### src/hw/rtl/mbss_pkg.sv
// ----------------------------------------------------------------------------
// mbss_pkg
// Shared types and constants of the masked byte signature scanner.
// ----------------------------------------------------------------------------
package mbss_pkg;

    localparam int LEN_W    = 5;
    localparam int PAT_W    = 64;
    localparam int KINDS_W  = 32;
    localparam int OFFS_W   = 32;
    localparam int CFG_W    = 64;
    localparam int CFG_IDX_W = 2;

    typedef logic [CFG_IDX_W-1:0] t_cfg_idx;
    typedef logic [1:0]           t_kind;

    localparam t_cfg_idx CFG_PATTERN_LENGTH = 2'd0;
    localparam t_cfg_idx CFG_PATTERN_LOW    = 2'd1;
    localparam t_cfg_idx CFG_PATTERN_HIGH   = 2'd2;
    localparam t_cfg_idx CFG_POSITION_KINDS = 2'd3;

    localparam t_kind KIND_EXACT   = 2'd0;
    localparam t_kind KIND_CAPTURE = 2'd2;

    typedef struct packed {
        logic valid;
        logic full;
    } t_q_stat;

endpackage

### src/hw/rtl/mbss_front.sv
// ----------------------------------------------------------------------------
// mbss_front
// Configuration registers, byte window, region counter and pattern check.
// Pushes one record per match that has capture positions.
// ----------------------------------------------------------------------------
module mbss_front #(
    parameter int MAX_PATTERN = 16,
    parameter int REC_W       = MAX_PATTERN * 9 + mbss_pkg::OFFS_W
) (
    input  logic                       i_clk,
    input  logic                       i_rst_n,
    input  logic                       i_cfg_we,
    input  mbss_pkg::t_cfg_idx         i_cfg_idx,
    input  logic [mbss_pkg::CFG_W-1:0] i_cfg_data,
    input  logic                       i_in_valid,
    input  logic [7:0]                 i_data_byte,
    input  logic                       i_region_last,
    input  logic                       i_q_full,
    output logic                       o_in_stall,
    output logic                       o_push,
    output logic [REC_W-1:0]           o_rec
);

    localparam int IDX_W = (MAX_PATTERN > 1) ? $clog2(MAX_PATTERN) : 1;
    localparam int LEN_W = mbss_pkg::LEN_W;
    localparam int OFFS_W = mbss_pkg::OFFS_W;

    logic [LEN_W-1:0]                 r_len;
    logic [mbss_pkg::PAT_W-1:0]       r_pat_lo;
    logic [mbss_pkg::PAT_W-1:0]       r_pat_hi;
    logic [mbss_pkg::KINDS_W-1:0]     r_kinds;
    logic [7:0]                       r_win [MAX_PATTERN];
    logic [OFFS_W-1:0]                r_seen;

    logic [7:0]                       w_new [MAX_PATTERN];
    logic [2*mbss_pkg::PAT_W-1:0]     pat;
    logic [LEN_W-1:0]                 eff_len;
    logic [LEN_W-1:0]                 idx;
    logic [OFFS_W-1:0]                n_seen;
    logic [MAX_PATTERN-1:0]           mism;
    logic [MAX_PATTERN-1:0]           cap;
    logic [MAX_PATTERN*8-1:0]         capb;
    logic [7:0]                       sel;
    logic                             accept;
    logic                             check;

    assign pat        = {r_pat_hi, r_pat_lo};
    assign o_in_stall = i_q_full;
    assign accept     = i_in_valid && !o_in_stall;

    always_comb begin
        if (r_len == '0) begin
            eff_len = LEN_W'(1);
        end else if (r_len > LEN_W'(MAX_PATTERN)) begin
            eff_len = LEN_W'(MAX_PATTERN);
        end else begin
            eff_len = r_len;
        end
    end

    always_comb begin
        w_new[0] = i_data_byte;
        for (int i = 1; i < MAX_PATTERN; i++) begin
            w_new[i] = r_win[i-1];
        end
        idx = '0;
        sel = '0;
        for (int p = 0; p < MAX_PATTERN; p++) begin
            idx = eff_len - LEN_W'(p) - LEN_W'(1);
            sel = w_new[idx[IDX_W-1:0]];
            mism[p] = (LEN_W'(p) < eff_len)
                      && (r_kinds[2*p +: 2] == mbss_pkg::KIND_EXACT)
                      && (sel != pat[8*p +: 8]);
            cap[p]  = (LEN_W'(p) < eff_len)
                      && (r_kinds[2*p +: 2] == mbss_pkg::KIND_CAPTURE);
            capb[8*p +: 8] = sel;
        end
    end

    assign n_seen = (r_seen == {OFFS_W{1'b1}}) ? r_seen : r_seen + OFFS_W'(1);
    assign check  = n_seen >= OFFS_W'(eff_len);
    assign o_push = accept && check && (mism == '0) && (cap != '0);
    assign o_rec  = {n_seen - OFFS_W'(eff_len), cap, capb};

    always_ff @(posedge i_clk) begin
        if (!i_rst_n) begin
            r_len    <= LEN_W'(1);
            r_pat_lo <= '0;
            r_pat_hi <= '0;
            r_kinds  <= '0;
        end else if (i_cfg_we) begin
            case (i_cfg_idx)
                mbss_pkg::CFG_PATTERN_LENGTH: r_len    <= i_cfg_data[LEN_W-1:0];
                mbss_pkg::CFG_PATTERN_LOW:    r_pat_lo <= i_cfg_data;
                mbss_pkg::CFG_PATTERN_HIGH:   r_pat_hi <= i_cfg_data;
                mbss_pkg::CFG_POSITION_KINDS: r_kinds  <= i_cfg_data[mbss_pkg::KINDS_W-1:0];
                default: ;
            endcase
        end
    end

    always_ff @(posedge i_clk) begin
        if (!i_rst_n) begin
            r_seen <= '0;
        end else if (accept) begin
            r_seen <= i_region_last ? '0 : n_seen;
        end
    end

    always_ff @(posedge i_clk) begin
        if (accept) begin
            for (int i = 0; i < MAX_PATTERN; i++) begin
                r_win[i] <= w_new[i];
            end
        end
    end

    a_push_on_accept: assert property (@(posedge i_clk) disable iff (!i_rst_n)
        o_push |-> (accept && check && !i_q_full))
        else $error("record pushed without an accepted byte");

    a_len_in_range: assert property (@(posedge i_clk) disable iff (!i_rst_n)
        (eff_len != '0) && (eff_len <= LEN_W'(MAX_PATTERN)))
        else $error("effective length out of range");

    a_seen_cleared: assert property (@(posedge i_clk) disable iff (!i_rst_n)
        (accept && i_region_last) |=> (r_seen == '0))
        else $error("region counter not cleared at region end");

endmodule

### src/hw/rtl/mbss_queue.sv
// ----------------------------------------------------------------------------
// mbss_queue
// Small first-word-fall-through queue of match records.
// ----------------------------------------------------------------------------
module mbss_queue #(
    parameter int DEPTH = 4,
    parameter int WIDTH = 176
) (
    input  logic              i_clk,
    input  logic              i_rst_n,
    input  logic              i_push,
    input  logic [WIDTH-1:0]  i_data,
    input  logic              i_pop,
    output mbss_pkg::t_q_stat o_stat,
    output logic [WIDTH-1:0]  o_data
);

    localparam int PTR_W = (DEPTH > 1) ? $clog2(DEPTH) : 1;
    localparam int CNT_W = $clog2(DEPTH + 1);

    logic [WIDTH-1:0] r_mem [DEPTH];
    logic [PTR_W-1:0] r_wr;
    logic [PTR_W-1:0] r_rd;
    logic [CNT_W-1:0] r_count;
    logic             do_push;
    logic             do_pop;

    assign o_stat.valid = (r_count != '0);
    assign o_stat.full  = (r_count == CNT_W'(DEPTH));
    assign o_data       = r_mem[r_rd];
    assign do_push      = i_push && !o_stat.full;
    assign do_pop       = i_pop && o_stat.valid;

    always_ff @(posedge i_clk) begin
        if (do_push) begin
            r_mem[r_wr] <= i_data;
        end
    end

    always_ff @(posedge i_clk) begin
        if (!i_rst_n) begin
            r_wr    <= '0;
            r_rd    <= '0;
            r_count <= '0;
        end else begin
            if (do_push) begin
                r_wr <= (r_wr == PTR_W'(DEPTH - 1)) ? '0 : r_wr + PTR_W'(1);
            end
            if (do_pop) begin
                r_rd <= (r_rd == PTR_W'(DEPTH - 1)) ? '0 : r_rd + PTR_W'(1);
            end
            case ({do_push, do_pop})
                2'b10:   r_count <= r_count + CNT_W'(1);
                2'b01:   r_count <= r_count - CNT_W'(1);
                default: r_count <= r_count;
            endcase
        end
    end

    a_count_bound: assert property (@(posedge i_clk) disable iff (!i_rst_n)
        r_count <= CNT_W'(DEPTH))
        else $error("queue count exceeds depth");

    a_no_lost_push: assert property (@(posedge i_clk) disable iff (!i_rst_n)
        i_push |-> !o_stat.full)
        else $error("push into full queue");

    a_no_empty_pop: assert property (@(posedge i_clk) disable iff (!i_rst_n)
        i_pop |-> o_stat.valid)
        else $error("pop from empty queue");

endmodule

### src/hw/rtl/mbss_back.sv
// ----------------------------------------------------------------------------
// mbss_back
// Walks the capture mask of one match record and emits one captured byte per
// transfer through an output register.
// ----------------------------------------------------------------------------
module mbss_back #(
    parameter int MAX_PATTERN = 16,
    parameter int REC_W       = MAX_PATTERN * 9 + mbss_pkg::OFFS_W
) (
    input  logic                          i_clk,
    input  logic                          i_rst_n,
    input  mbss_pkg::t_q_stat             i_q_stat,
    input  logic [REC_W-1:0]              i_rec,
    output logic                          o_pop,
    input  logic                          i_out_stall,
    output logic                          o_out_valid,
    output logic [7:0]                    o_captured_byte,
    output logic [mbss_pkg::OFFS_W-1:0]   o_match_offset,
    output logic                          o_match_last
);

    localparam int OFFS_W = mbss_pkg::OFFS_W;

    logic                     r_busy;
    logic [MAX_PATTERN*8-1:0] r_bytes;
    logic [MAX_PATTERN-1:0]   r_mask;
    logic [OFFS_W-1:0]        r_offset;
    logic                     r_ov;
    logic [7:0]               r_byte;
    logic [OFFS_W-1:0]        r_ooffs;
    logic                     r_last;

    logic [MAX_PATTERN-1:0]   sel_oh;
    logic [MAX_PATTERN-1:0]   rest;
    logic [7:0]               sel_byte;
    logic                     emit;
    logic                     emit_last;

    assign sel_oh    = r_mask & (~r_mask + MAX_PATTERN'(1));
    assign rest      = r_mask & ~sel_oh;
    assign emit      = r_busy && (!r_ov || !i_out_stall);
    assign emit_last = emit && (rest == '0);
    assign o_pop     = i_q_stat.valid && (!r_busy || emit_last);

    always_comb begin
        sel_byte = '0;
        for (int i = 0; i < MAX_PATTERN; i++) begin
            if (sel_oh[i]) begin
                sel_byte = sel_byte | r_bytes[8*i +: 8];
            end
        end
    end

    always_ff @(posedge i_clk) begin
        if (!i_rst_n) begin
            r_busy <= 1'b0;
        end else if (o_pop) begin
            r_busy <= 1'b1;
        end else if (emit_last) begin
            r_busy <= 1'b0;
        end
    end

    always_ff @(posedge i_clk) begin
        if (o_pop) begin
            r_bytes  <= i_rec[MAX_PATTERN*8-1:0];
            r_mask   <= i_rec[MAX_PATTERN*9-1:MAX_PATTERN*8];
            r_offset <= i_rec[REC_W-1:MAX_PATTERN*9];
        end else if (emit) begin
            r_mask <= rest;
        end
    end

    always_ff @(posedge i_clk) begin
        if (!i_rst_n) begin
            r_ov <= 1'b0;
        end else if (emit) begin
            r_ov <= 1'b1;
        end else if (!i_out_stall) begin
            r_ov <= 1'b0;
        end
    end

    always_ff @(posedge i_clk) begin
        if (emit) begin
            r_byte  <= sel_byte;
            r_ooffs <= r_offset;
            r_last  <= (rest == '0);
        end
    end

    assign o_out_valid     = r_ov;
    assign o_captured_byte = r_byte;
    assign o_match_offset  = r_ooffs;
    assign o_match_last    = r_last;

    a_busy_has_mask: assert property (@(posedge i_clk) disable iff (!i_rst_n)
        r_busy |-> (r_mask != '0))
        else $error("active record with empty capture mask");

    a_emit_onehot: assert property (@(posedge i_clk) disable iff (!i_rst_n)
        emit |-> $onehot(sel_oh))
        else $error("capture select not one-hot");

    a_last_frees: assert property (@(posedge i_clk) disable iff (!i_rst_n)
        (emit_last && !o_pop) |=> !r_busy)
        else $error("record not released after last capture");

endmodule

### src/hw/rtl/masked_byte_signature_scanner_top.sv
// Path: a matching byte's record goes through the match queue and the back end's
//   record registers; its captured bytes then leave through the output register.
// Throughput: one byte per cycle in while the match queue has room; one captured
//   byte per cycle out while i_out_stall is low, set by the single output register.
// Reset: synchronous, active low; clears config to defaults, region counter,
//   queue and output valid.
// ----------------------------------------------------------------------------
// masked_byte_signature_scanner_top
// Masked byte signature scanner: front check, match queue, capture emitter.
// ----------------------------------------------------------------------------
module masked_byte_signature_scanner_top #(
    parameter int MAX_PATTERN = 16,
    parameter int QUEUE_DEPTH = 4
) (
    input  logic                          i_clk,
    input  logic                          i_rst_n,
    input  logic                          i_cfg_we,
    input  mbss_pkg::t_cfg_idx            i_cfg_idx,
    input  logic [mbss_pkg::CFG_W-1:0]    i_cfg_data,
    input  logic                          i_in_valid,
    output logic                          o_in_stall,
    input  logic [7:0]                    i_data_byte,
    input  logic                          i_region_last,
    output logic                          o_out_valid,
    input  logic                          i_out_stall,
    output logic [7:0]                    o_captured_byte,
    output logic [mbss_pkg::OFFS_W-1:0]   o_match_offset,
    output logic                          o_match_last
);

    localparam int REC_W = MAX_PATTERN * 9 + mbss_pkg::OFFS_W;

    logic              push;
    logic              pop;
    logic [REC_W-1:0]  rec_in;
    logic [REC_W-1:0]  rec_out;
    mbss_pkg::t_q_stat q_stat;

    mbss_front #(
        .MAX_PATTERN (MAX_PATTERN),
        .REC_W       (REC_W)
    ) u_front (
        .i_clk         (i_clk),
        .i_rst_n       (i_rst_n),
        .i_cfg_we      (i_cfg_we),
        .i_cfg_idx     (i_cfg_idx),
        .i_cfg_data    (i_cfg_data),
        .i_in_valid    (i_in_valid),
        .i_data_byte   (i_data_byte),
        .i_region_last (i_region_last),
        .i_q_full      (q_stat.full),
        .o_in_stall    (o_in_stall),
        .o_push        (push),
        .o_rec         (rec_in)
    );

    mbss_queue #(
        .DEPTH (QUEUE_DEPTH),
        .WIDTH (REC_W)
    ) u_queue (
        .i_clk   (i_clk),
        .i_rst_n (i_rst_n),
        .i_push  (push),
        .i_data  (rec_in),
        .i_pop   (pop),
        .o_stat  (q_stat),
        .o_data  (rec_out)
    );

    mbss_back #(
        .MAX_PATTERN (MAX_PATTERN),
        .REC_W       (REC_W)
    ) u_back (
        .i_clk           (i_clk),
        .i_rst_n         (i_rst_n),
        .i_q_stat        (q_stat),
        .i_rec           (rec_out),
        .o_pop           (pop),
        .i_out_stall     (i_out_stall),
        .o_out_valid     (o_out_valid),
        .o_captured_byte (o_captured_byte),
        .o_match_offset  (o_match_offset),
        .o_match_last    (o_match_last)
    );

endmodule

### config.mk
export PLATFORM = sky130hd
export DESIGN_NAME = masked_byte_signature_scanner_top
export DESIGN_NICKNAME = d
export VERILOG_FILES = /design/src/hw/rtl/mbss_pkg.sv /design/src/hw/rtl/mbss_front.sv /design/src/hw/rtl/mbss_queue.sv /design/src/hw/rtl/mbss_back.sv /design/src/hw/rtl/masked_byte_signature_scanner_top.sv
export SDC_FILE = /design/constraint.sdc
export NUM_CORES = 2
export LEC_CHECK = 0
export CORE_UTILIZATION = 59
export CTS_CLUSTER_DIAMETER = 100
export DETAILED_ROUTE_END_ITERATION = 8
export DONT_BUFFER_PORTS = 1
export PLACE_DENSITY = 0.79
export SYNTH_ARGS = -nofsm -noshare
export SYNTH_HDL_FRONTEND = slang
export SYNTH_SLANG_ARGS = --single-unit
### constraint.sdc
create_clock -name i_clk -period 24.6 [get_ports i_clk]
set_input_delay 0 -clock i_clk [delete_from_list [all_inputs] [get_ports i_clk]]
set_output_delay 0 -clock i_clk [all_outputs]
set_load 0.03 [all_outputs]
# [Word-level counts from Yosys, hierarchy flattened]
# Memory sizes are Yosys's and may differ from the RTL's. A register that Yosys moved wholly into a read port is not among the register bits.
# Index checks and enable logic that the tools add are counted.
[op_classes] add_sub_neg=37 magnitude_cmp=34 n_eq_ne=42 n_mux=83 bitwise_logic=35 n_reduce_logical=92
[ops] operator="binary-select mux 8 bit (select 4 bit)" count=16
[ops] operator="two-way mux 8 bit" count=48
[ops] operator="inequality test 8 bit" count=16
[ops] operator="OR 8 bit" count=15
[ops] operator=">= comparator 5 bit (second input constant)" count=16
[ops] operator="NOT 4 -> 5 bit" count=16
[ops] operator="two-way mux 32 bit" count=2
[ops] operator="subtractor 4 x 1 -> 4 bit (second input constant)" count=16
[ops] operator="logical AND 1 bit" count=57
[ops] operator="equality test 2 bit (second input constant)" count=21
[ops] operator="less-than comparator 4 x 5 -> 1 bit (first input constant)" count=8
[ops] operator="logical NOT 2 bit" count=17
[ops] operator="adder 32 x 1 -> 32 bit (second input constant)" count=1
[ops] operator="bitwise AND 16 bit" count=2
[ops] operator="equality test 32 bit (second input constant)" count=1
[ops] operator=">= comparator 32 x 5 -> 1 bit" count=1
[ops] operator="logical NOT 16 bit" count=2
[ops] operator="two-way mux 16 bit" count=2
[ops] operator="NOT 16 bit" count=2
[ops] operator="subtractor 32 x 5 -> 32 bit" count=1
[ops] operator="subtractor 4 bit (second input constant)" count=8
[ops] operator="less-than comparator 3 x 5 -> 1 bit (first input constant)" count=4
[ops] operator="adder 16 x 1 -> 16 bit (second input constant)" count=1
[ops] operator="nonzero test 16 bit" count=1
[ops] operator="other kinds (21)" count=49
[totals] ff_bits=423 ramBits=832 inputBits=80 out_inout_bits=43 word_cells=341 mem_count=2
[memory_table] memory="u_queue.r_mem" depth=4 width=176 rd=1 rd_ports_with_merged_regs=1 write_ports=1 line="mbss_queue.sv:21" text="logic [WIDTH-1:0] r_mem [DEPTH];"
[memory_table] memory="u_front.r_win" depth=16 width=8 rd=15 rd_ports_with_merged_regs=0 write_ports=16 line="mbss_front.sv:32" text="logic [7:0] r_win [MAX_PATTERN];"

# [Longest topological paths before layout]
[depth] word_depth=34 mapped_depth=27 depth_no_buf=25

# [Cells and area by module]
# From an unflattened synthesis, not the netlist that was laid out.
[hier_totals] hier_cells=3752 hier_area_um2=55524.5
[modules_own_cells] mod="mbss_queue" n_inst=1 cells_per_inst=976 area_each_um2=25898.6 seq_area_each_um2=21320.4
[modules_own_cells] mod="mbss_front" n_inst=1 cells_per_inst=2327 area_each_um2=21536.9 seq_area_each_um2=7547.2
[modules_own_cells] mod="mbss_back" n_inst=1 cells_per_inst=449 area_each_um2=8089.0 seq_area_each_um2=6556.3

# [Least setup slack after synthesis]
# Ideal clock, no wire load.
[synth_timing] path_type="register to register" startpoint="register u_front.r_len[2]" endpoint="memory u_queue.r_mem[0][0] (enable)" setup_ns=0.557 arrival_ns=9.166 t_required_ns=24.043 setup_slack_ns=14.877 stages_incl_launch_ff=21 n_path_buf=7 period_less_slack_ns=9.723 cell_sequence="dfxtp_1 -> buf_6 -> or4_4 -> nand2_8 -> buf_4 -> buf_4 -> buf_4 -> ha_1 -> clkbuf_1 -> inv_1 -> clkbuf_1 -> buf_1 -> mux4_4 -> mux4_2 -> xor2_1 -> nor4_1 -> a211oi_1 -> a2111oi_2 -> nand4_1 -> nor3_4 -> and2_1"
[synth_between] elab_chain_len=17 elab_cells_between_ends=187 cone_classes="30 x add/sub; 18 x order compare; 16 x eq/ne; 52 x mux; 16 x bitwise; 55 x reduce/logical"
[synth_rtl] element="start: declaration" line="mbss_front.sv:28" text="logic [LEN_W-1:0] r_len;"
[synth_rtl] element="start signal: assignment" line="mbss_front.sv:93" text="mbss_pkg::CFG_PATTERN_LENGTH: r_len <= i_cfg_data[LEN_W-1:0];"
[synth_rtl] element="greater-than comparator 5 bit" line="mbss_front.sv:54" text="end else if (r_len > LEN_W'(MAX_PATTERN)) begin"
[synth_rtl] element="two-way mux 5 bit" line="mbss_front.sv:54"
[synth_rtl] element="two-way mux 5 bit *" line="mbss_front.sv:52" text="if (r_len == '0) begin"
[synth_rtl] element="subtractor 4 bit *" line="mbss_front.sv:69" text="idx = eff_len - LEN_W'(p) - LEN_W'(1);"
[synth_rtl] element="subtractor 4 x 1 -> 4 bit *" line="mbss_front.sv:69"
[synth_rtl] element="NOT 4 -> 5 bit (implied by the code) *" line="mbss_front.sv:70" text="sel = w_new[idx[IDX_W-1:0]];"
[synth_rtl] element="binary-select mux 8 bit (select 4 bit) *" line="mbss_front.sv:70"
[synth_rtl] element="two-way mux 8 bit (implied by the code) * (2 in a row)" line="mbss_front.sv:70"
[synth_rtl] element="net rec_in[81]" line="masked_byte_signature_scanner_top.sv:35" text="logic [REC_W-1:0] rec_in;"
[synth_rtl] element="inequality test 8 bit *" line="mbss_front.sv:73" text="&& (sel != pat[8*p +: 8]);"
[synth_rtl] element="logical AND 1 bit *" line="mbss_front.sv:73"
[synth_rtl] element="logical NOT 16 bit *" line="mbss_front.sv:82" text="assign o_push = accept && check && (mism == '0) && (cap != '0);"
[synth_rtl] element="logical AND 1 bit * (2 in a row)" line="mbss_front.sv:82"
[synth_rtl] element="logical AND 1 bit *" line="mbss_queue.sv:31" text="assign do_push = i_push && !o_stat.full;"
[synth_rtl] element="two-way mux 1 bit *" line="mbss_queue.sv:35" text="if (do_push) begin"
[synth_rtl] element="two-way mux 1 bit (implied by the code) *" line="mbss_queue.sv:36" text="r_mem[r_wr] <= i_data;"
[synth_rtl] element="end: declaration" line="mbss_queue.sv:21"
# The timed path passes the listed nets; every way through them passes the cells marked *. The select of a mux whose other input is x is not followed.

# [Worst setup path in the final report]
[layout_timing] startpoint="register u_front.r_len[1]" endpoint="memory u_queue.r_mem[3][50] (enable)"
[layout_between] elab_chain_len=17 elab_cells_between_ends=187 cone_classes="30 x add/sub; 18 x order compare; 16 x eq/ne; 52 x mux; 16 x bitwise; 55 x reduce/logical"
[layout_rtl] element="greater-than comparator 5 bit" line="mbss_front.sv:54"
[layout_rtl] element="two-way mux 5 bit" line="mbss_front.sv:54"
[layout_rtl] element="two-way mux 5 bit *" line="mbss_front.sv:52"
[layout_rtl] element="subtractor 4 x 1 -> 4 bit (tied with other cells)" line="mbss_front.sv:69"
[layout_rtl] element="subtractor 4 x 1 -> 4 bit" line="mbss_front.sv:69"
[layout_rtl] element="NOT 4 -> 5 bit (implied by the code)" line="mbss_front.sv:70"
[layout_rtl] element="binary-select mux 8 bit (select 4 bit)" line="mbss_front.sv:70"
[layout_rtl] element="two-way mux 8 bit (implied by the code) (2 in a row)" line="mbss_front.sv:70"
[layout_rtl] element="inequality test 8 bit" line="mbss_front.sv:73"
[layout_rtl] element="logical AND 1 bit" line="mbss_front.sv:73"
[layout_rtl] element="logical NOT 16 bit" line="mbss_front.sv:82"
[layout_rtl] element="logical AND 1 bit" line="mbss_front.sv:82"
[layout_rtl] element="logical AND 1 bit *" line="mbss_front.sv:82"
[layout_rtl] element="logical AND 1 bit *" line="mbss_queue.sv:31"
[layout_rtl] element="two-way mux 1 bit *" line="mbss_queue.sv:35"
[layout_rtl] element="two-way mux 1 bit (implied by the code) *" line="mbss_queue.sv:36"
# Every way passes the cells marked *; elsewhere a longest branch is shown, timed or not. The select of a mux whose other input is x is not followed.

==> reports/qor.json <==
{
  "setup_repair_after_global_routing_missed_its_margin": "false",
  "grt_pass1_wl_mm": 273,
  "finish.utilization": 0.661,
  "fin_crit_ns": 9.59,
  "cts_htree_levels": 3,
  "ys_ff_latch": 1249,
  "num_vias": 41200,
  "route.antenna.remaining_nets": 0,
  "min_path_type": "input port to flip-flop",
  "postCtsSetupRepairBufs": 0,
  "worst_ep_arrival_time_ns": 9.92,
  "final_nets": 4367,
  "critical_path_class": "flip-flop to flip-flop",
  "report.final.slew_viol_count": 0,
  "synth.lib_cells_used.distinct": 93,
  "cts_made_buffers": 116,
  "postRouteWirelength_mm": 197,
  "post_cts_resized": 0,
  "worstPathMaxFanout": 64,
  "ios": 123,
  "synth_edf_count": 1041,
  "initial_utilization": 0.595,
  "setup.worst_path.end": "u_queue.r_mem[3][50]",
  "timing.final.hold_violations": 0,
  "synth-seq-area-share": 0.605,
  "max_freq_mhz": 104,
  "row_count": 115,
  "numPortBuffers": 0,
  "groute.usage.overall": 0.386,
  "timing.hold.worst.start": "i_cfg_data[62]",
  "drt-vias-per-instance": 7.27,
  "synthToLayoutAreaGrowth_pct": 11.0,
  "post-route-worst-setup-slack_ns": 15.01,
  "worst_slew_pin_slew_ns": 1.33,
  "setup.reg_to_reg.worst_slack_ns": 15.01,
  "ctsLongestPathBuffers": 3,
  "antenna_found_initial": 31,
  "critical_path_required_ns": 24.94,
  "r2r.worst_path.cells": 16,
  "grt_overflow_total": 0,
  "netlist_instances": 4222,
  "clock-sinks": 1249,
  "synth_flop_cell": "sky130_fd_sc_hd__edfxtp_1",
  "skew_ns": 0.0419,
  "tns_ns": 0,
  "avgRoutedWirePerCell_um": 34.7,
  "synth-warning-count": 0,
  "relSlewSlack": 0.110,
  "startpoint_type": "flip-flop",
  "gp_routability_congestion": 1.04,
  "worstSetupStartpoint": "u_front.r_len[1]",
  "power_w": 0.00556,
  "dp_worst_setup_slack_ns": 15.03,
  "dp.final_hpwl_mm": 129,
  "drive_above_1_share": 0.153,
  "reg2reg_end": "u_queue.r_mem[3][50]",
  "clk_latency_worst_skew_pair_ns": 0.74,
  "remaining_drc_errors": 0,
  "result_of_the_run": "complete, no violations",
  "postSynthAreaPerCell_sq_um": 13.9,
  "drt_pre_antenna_iters": 8,
  "die_width_um": 317,
  "ir_drop_v": 0.0000697,
  "die-height_um": 317,
  "clkTransAtPathRegs_ns": 0.07,
  "power_density_nw_per_um2": 85.7,
  "cap_violations": 0,
  "grt_start_max_net_pins": 203,
  "die_area_sq_um": 100000,
  "min_period_over_period": 0.390,
  "post_synth_instance_area_sq_um": 58500,
  "postSynth.asyncResetShare": 0,
  "timing.critical_path.to_type": "flip-flop",
  "reg2reg_from": "u_front.r_len[1]",
  "cts_tree": "done",
  "mappedNetlistNets": 4324,
  "drt_iter0_markers": 6893,
  "report.final.setup_viol": 0,
  "fp.coreArea_sq_um": 98300,
  "first_global_vias": 38200,
  "timing.hold.ws_ns": 0.0204,
  "power.static_leakage_nw": 21.3,
  "cts_root_buffer": "sky130_fd_sc_hd__clkbuf_16"
}
## stage by stage
step | area [sq um] | cells
final | 64900 | 5671
after global routing | 64900 | 5661
after CTS | 64900 | 5651
after detailed placement | 59700 | 5303
after global placement | 59700 | 5303
after floorplan | 58500 | 4222
## kinds of logic (layout without fill, tap and decap cells)
family | after synthesis | in the layout | synth area share
AO/OA/AOI/OAI | 807 | 807 | 0.100
XOR/XNOR | 139 | 139 | 0.0214
adder cells (fa/ha/maj) | 26 | 26 | 0.00564
buffers and inverters | 338 | 480 | 0.0234
flip-flops | 1249 | 1249 | 0.605
multiplexers | 460 | 460 | 0.144
other | 0 | 20 | 0
AND/OR/NAND/NOR | 1203 | 1203 | 0.0998
## report_power, final
group / internal [W] / total, W / switching (W)
combinational: 0.000368 / 0.00102 / 0.000647
sequential: 0.00253 / 0.00271 / 0.000180
clock: 0.00104 / 0.00184 / 0.000797
total: 0.00394 / 0.00556 / 0.00162
## cell type report
type	count	area (sq um)
clock inverters	53	566
multi-input cells	2635	21800
well taps	1287	1610
inverters	65	254
repair buffers	198	1870
flip-flops and latches	1249	35400
fillers	6588	33300
clock buffers	164	3340
diodes	20	50.0
## how the worst min path moves through the flow
| stage | endpoint | slack, ns | depth (start not counted) |
|---|---|---|---|
| final | u_front.r_pat_hi[62] | 0.02 | 3 |
| after global routing | u_queue.r_mem[3][87] | 0.009 | 2 |
| after CTS | u_front.r_pat_hi[56] | 0.005 | 3 |
| after detailed placement | u_front.r_win[0][3] | 0.10 | 0 |
| after global placement | u_front.r_win[0][3] | 0.10 | 0 |
| after floorplan | u_front.r_win[0][0] | 0.1 | 0 |
## critical path, cell delays in order (launching register included)
cell,delay [ns]
sky130_fd_sc_hd__dfxtp_2,0.57
sky130_fd_sc_hd__or4_4,0.70
sky130_fd_sc_hd__nand2_8,0.33
sky130_fd_sc_hd__inv_8,0.29
sky130_fd_sc_hd__ha_1,0.38
sky130_fd_sc_hd__xnor2_2,0.73
sky130_fd_sc_hd__a211oi_2,0.36
sky130_fd_sc_hd__nor2_1,0.77
sky130_fd_sc_hd__a2111oi_0,0.29
sky130_fd_sc_hd__or4_1,0.57
sky130_fd_sc_hd__xnor2_1,0.15
sky130_fd_sc_hd__a2111o_1,0.42
sky130_fd_sc_hd__o311a_1,0.48
sky130_fd_sc_hd__nor3_4,0.48
sky130_fd_sc_hd__and2_4,0.83
sky130_fd_sc_hd__buf_4,0.87
sky130_fd_sc_hd__buf_4,0.84
## cells in the mapped netlist, types with 19 or more instances
master	n	share of area
sky130_fd_sc_hd__buf_2	24	0.0021
sky130_fd_sc_hd__nor3b_1	20	0.0026
sky130_fd_sc_hd__clkbuf_1	189	0.012
sky130_fd_sc_hd__ha_1	20	0.0043
sky130_fd_sc_hd__o211ai_1	26	0.0033
sky130_fd_sc_hd__inv_1	60	0.0038
sky130_fd_sc_hd__a211oi_1	30	0.0038
sky130_fd_sc_hd__xor2_1	47	0.0070
sky130_fd_sc_hd__a21oi_1	98	0.0084
sky130_fd_sc_hd__o22ai_1	19	0.0020
sky130_fd_sc_hd__xnor2_1	89	0.013
sky130_fd_sc_hd__nand2_1	508	0.033
sky130_fd_sc_hd__and3_1	51	0.0055
sky130_fd_sc_hd__mux2i_1	107	0.018
sky130_fd_sc_hd__mux4_2	294	0.11
sky130_fd_sc_hd__nor2b_1	38	0.0041
sky130_fd_sc_hd__a31oi_1	30	0.0032
sky130_fd_sc_hd__edfxtp_1	1041	0.53
sky130_fd_sc_hd__nor3_1	94	0.0080
sky130_fd_sc_hd__a22oi_1	88	0.011
sky130_fd_sc_hd__nor2_1	134	0.0086
sky130_fd_sc_hd__buf_1	51	0.0033
sky130_fd_sc_hd__o21ai_0	95	0.0081
sky130_fd_sc_hd__a21o_1	23	0.0030
sky130_fd_sc_hd__a221o_1	34	0.0058
sky130_fd_sc_hd__mux2_2	54	0.010
sky130_fd_sc_hd__nand4_1	46	0.0049
sky130_fd_sc_hd__or2_2	22	0.0024
sky130_fd_sc_hd__or3_1	43	0.0046
sky130_fd_sc_hd__nand3_1	104	0.0089
sky130_fd_sc_hd__and2_1	49	0.0052
sky130_fd_sc_hd__dfxtp_1	208	0.071
sky130_fd_sc_hd__nor4_1	28	0.0030
sky130_fd_sc_hd__a21boi_0	174	0.022
## registers in the layout, summed over array words and instances, names as in the netlist, 8 cells and up, named ones only
register	count
u_back.o_captured_byte	8
u_back.o_match_offset	32
u_back.r_bytes	128
u_back.r_mask	16
u_back.r_offset	32
u_front.r_kinds	32
u_front.r_pat_hi	64
u_front.r_pat_lo	64
u_front.r_seen	32
u_front.r_win	120
u_queue.r_mem	704
## placed cells by master (no fill, tap or decap), drive strengths merged, types with 23 or more instances in the layout
cell type    Yosys  layout
clkinv           2      37
inv             63      69
nand3          104     104
or3             43      43
mux2            54      54
edfxtp        1041    1041
mux2i          107     107
o21ai           95      95
a21o            23      23
clkbuf         189     164
xor2            47      47
a221o           34      34
mux4           299     299
a21oi           99      99
a211oi          32      32
nor2b           38      38
nor2           134     134
xnor2           90      90
a31oi           30      30
buf             84      68
dlygate4sd3      0     130
and3            51      51
nor3            95      95
dfxtp          208     208
and2            51      51
a21boi         175     175
a22oi           88      88
nor4            28      28
o211ai          26      26
nand2          509     509
nand4           46      46
## layer usage
metal,GRT usage,vias to the layer above,share of wire
met4,0.247,28,0.079
met1,0.508,20400,0.35
met2,0.566,3340,0.44
li1,-,16700,-
met5,0,-,0.0011
met3,0.109,771,0.13
## what timing repair did
item | CTS | global route
setup endpoints to repair | 0 | 0
hold endpoints to repair | 232 | 0
hold buffers | 131 | 0
(Power assumes the default switching activity.)
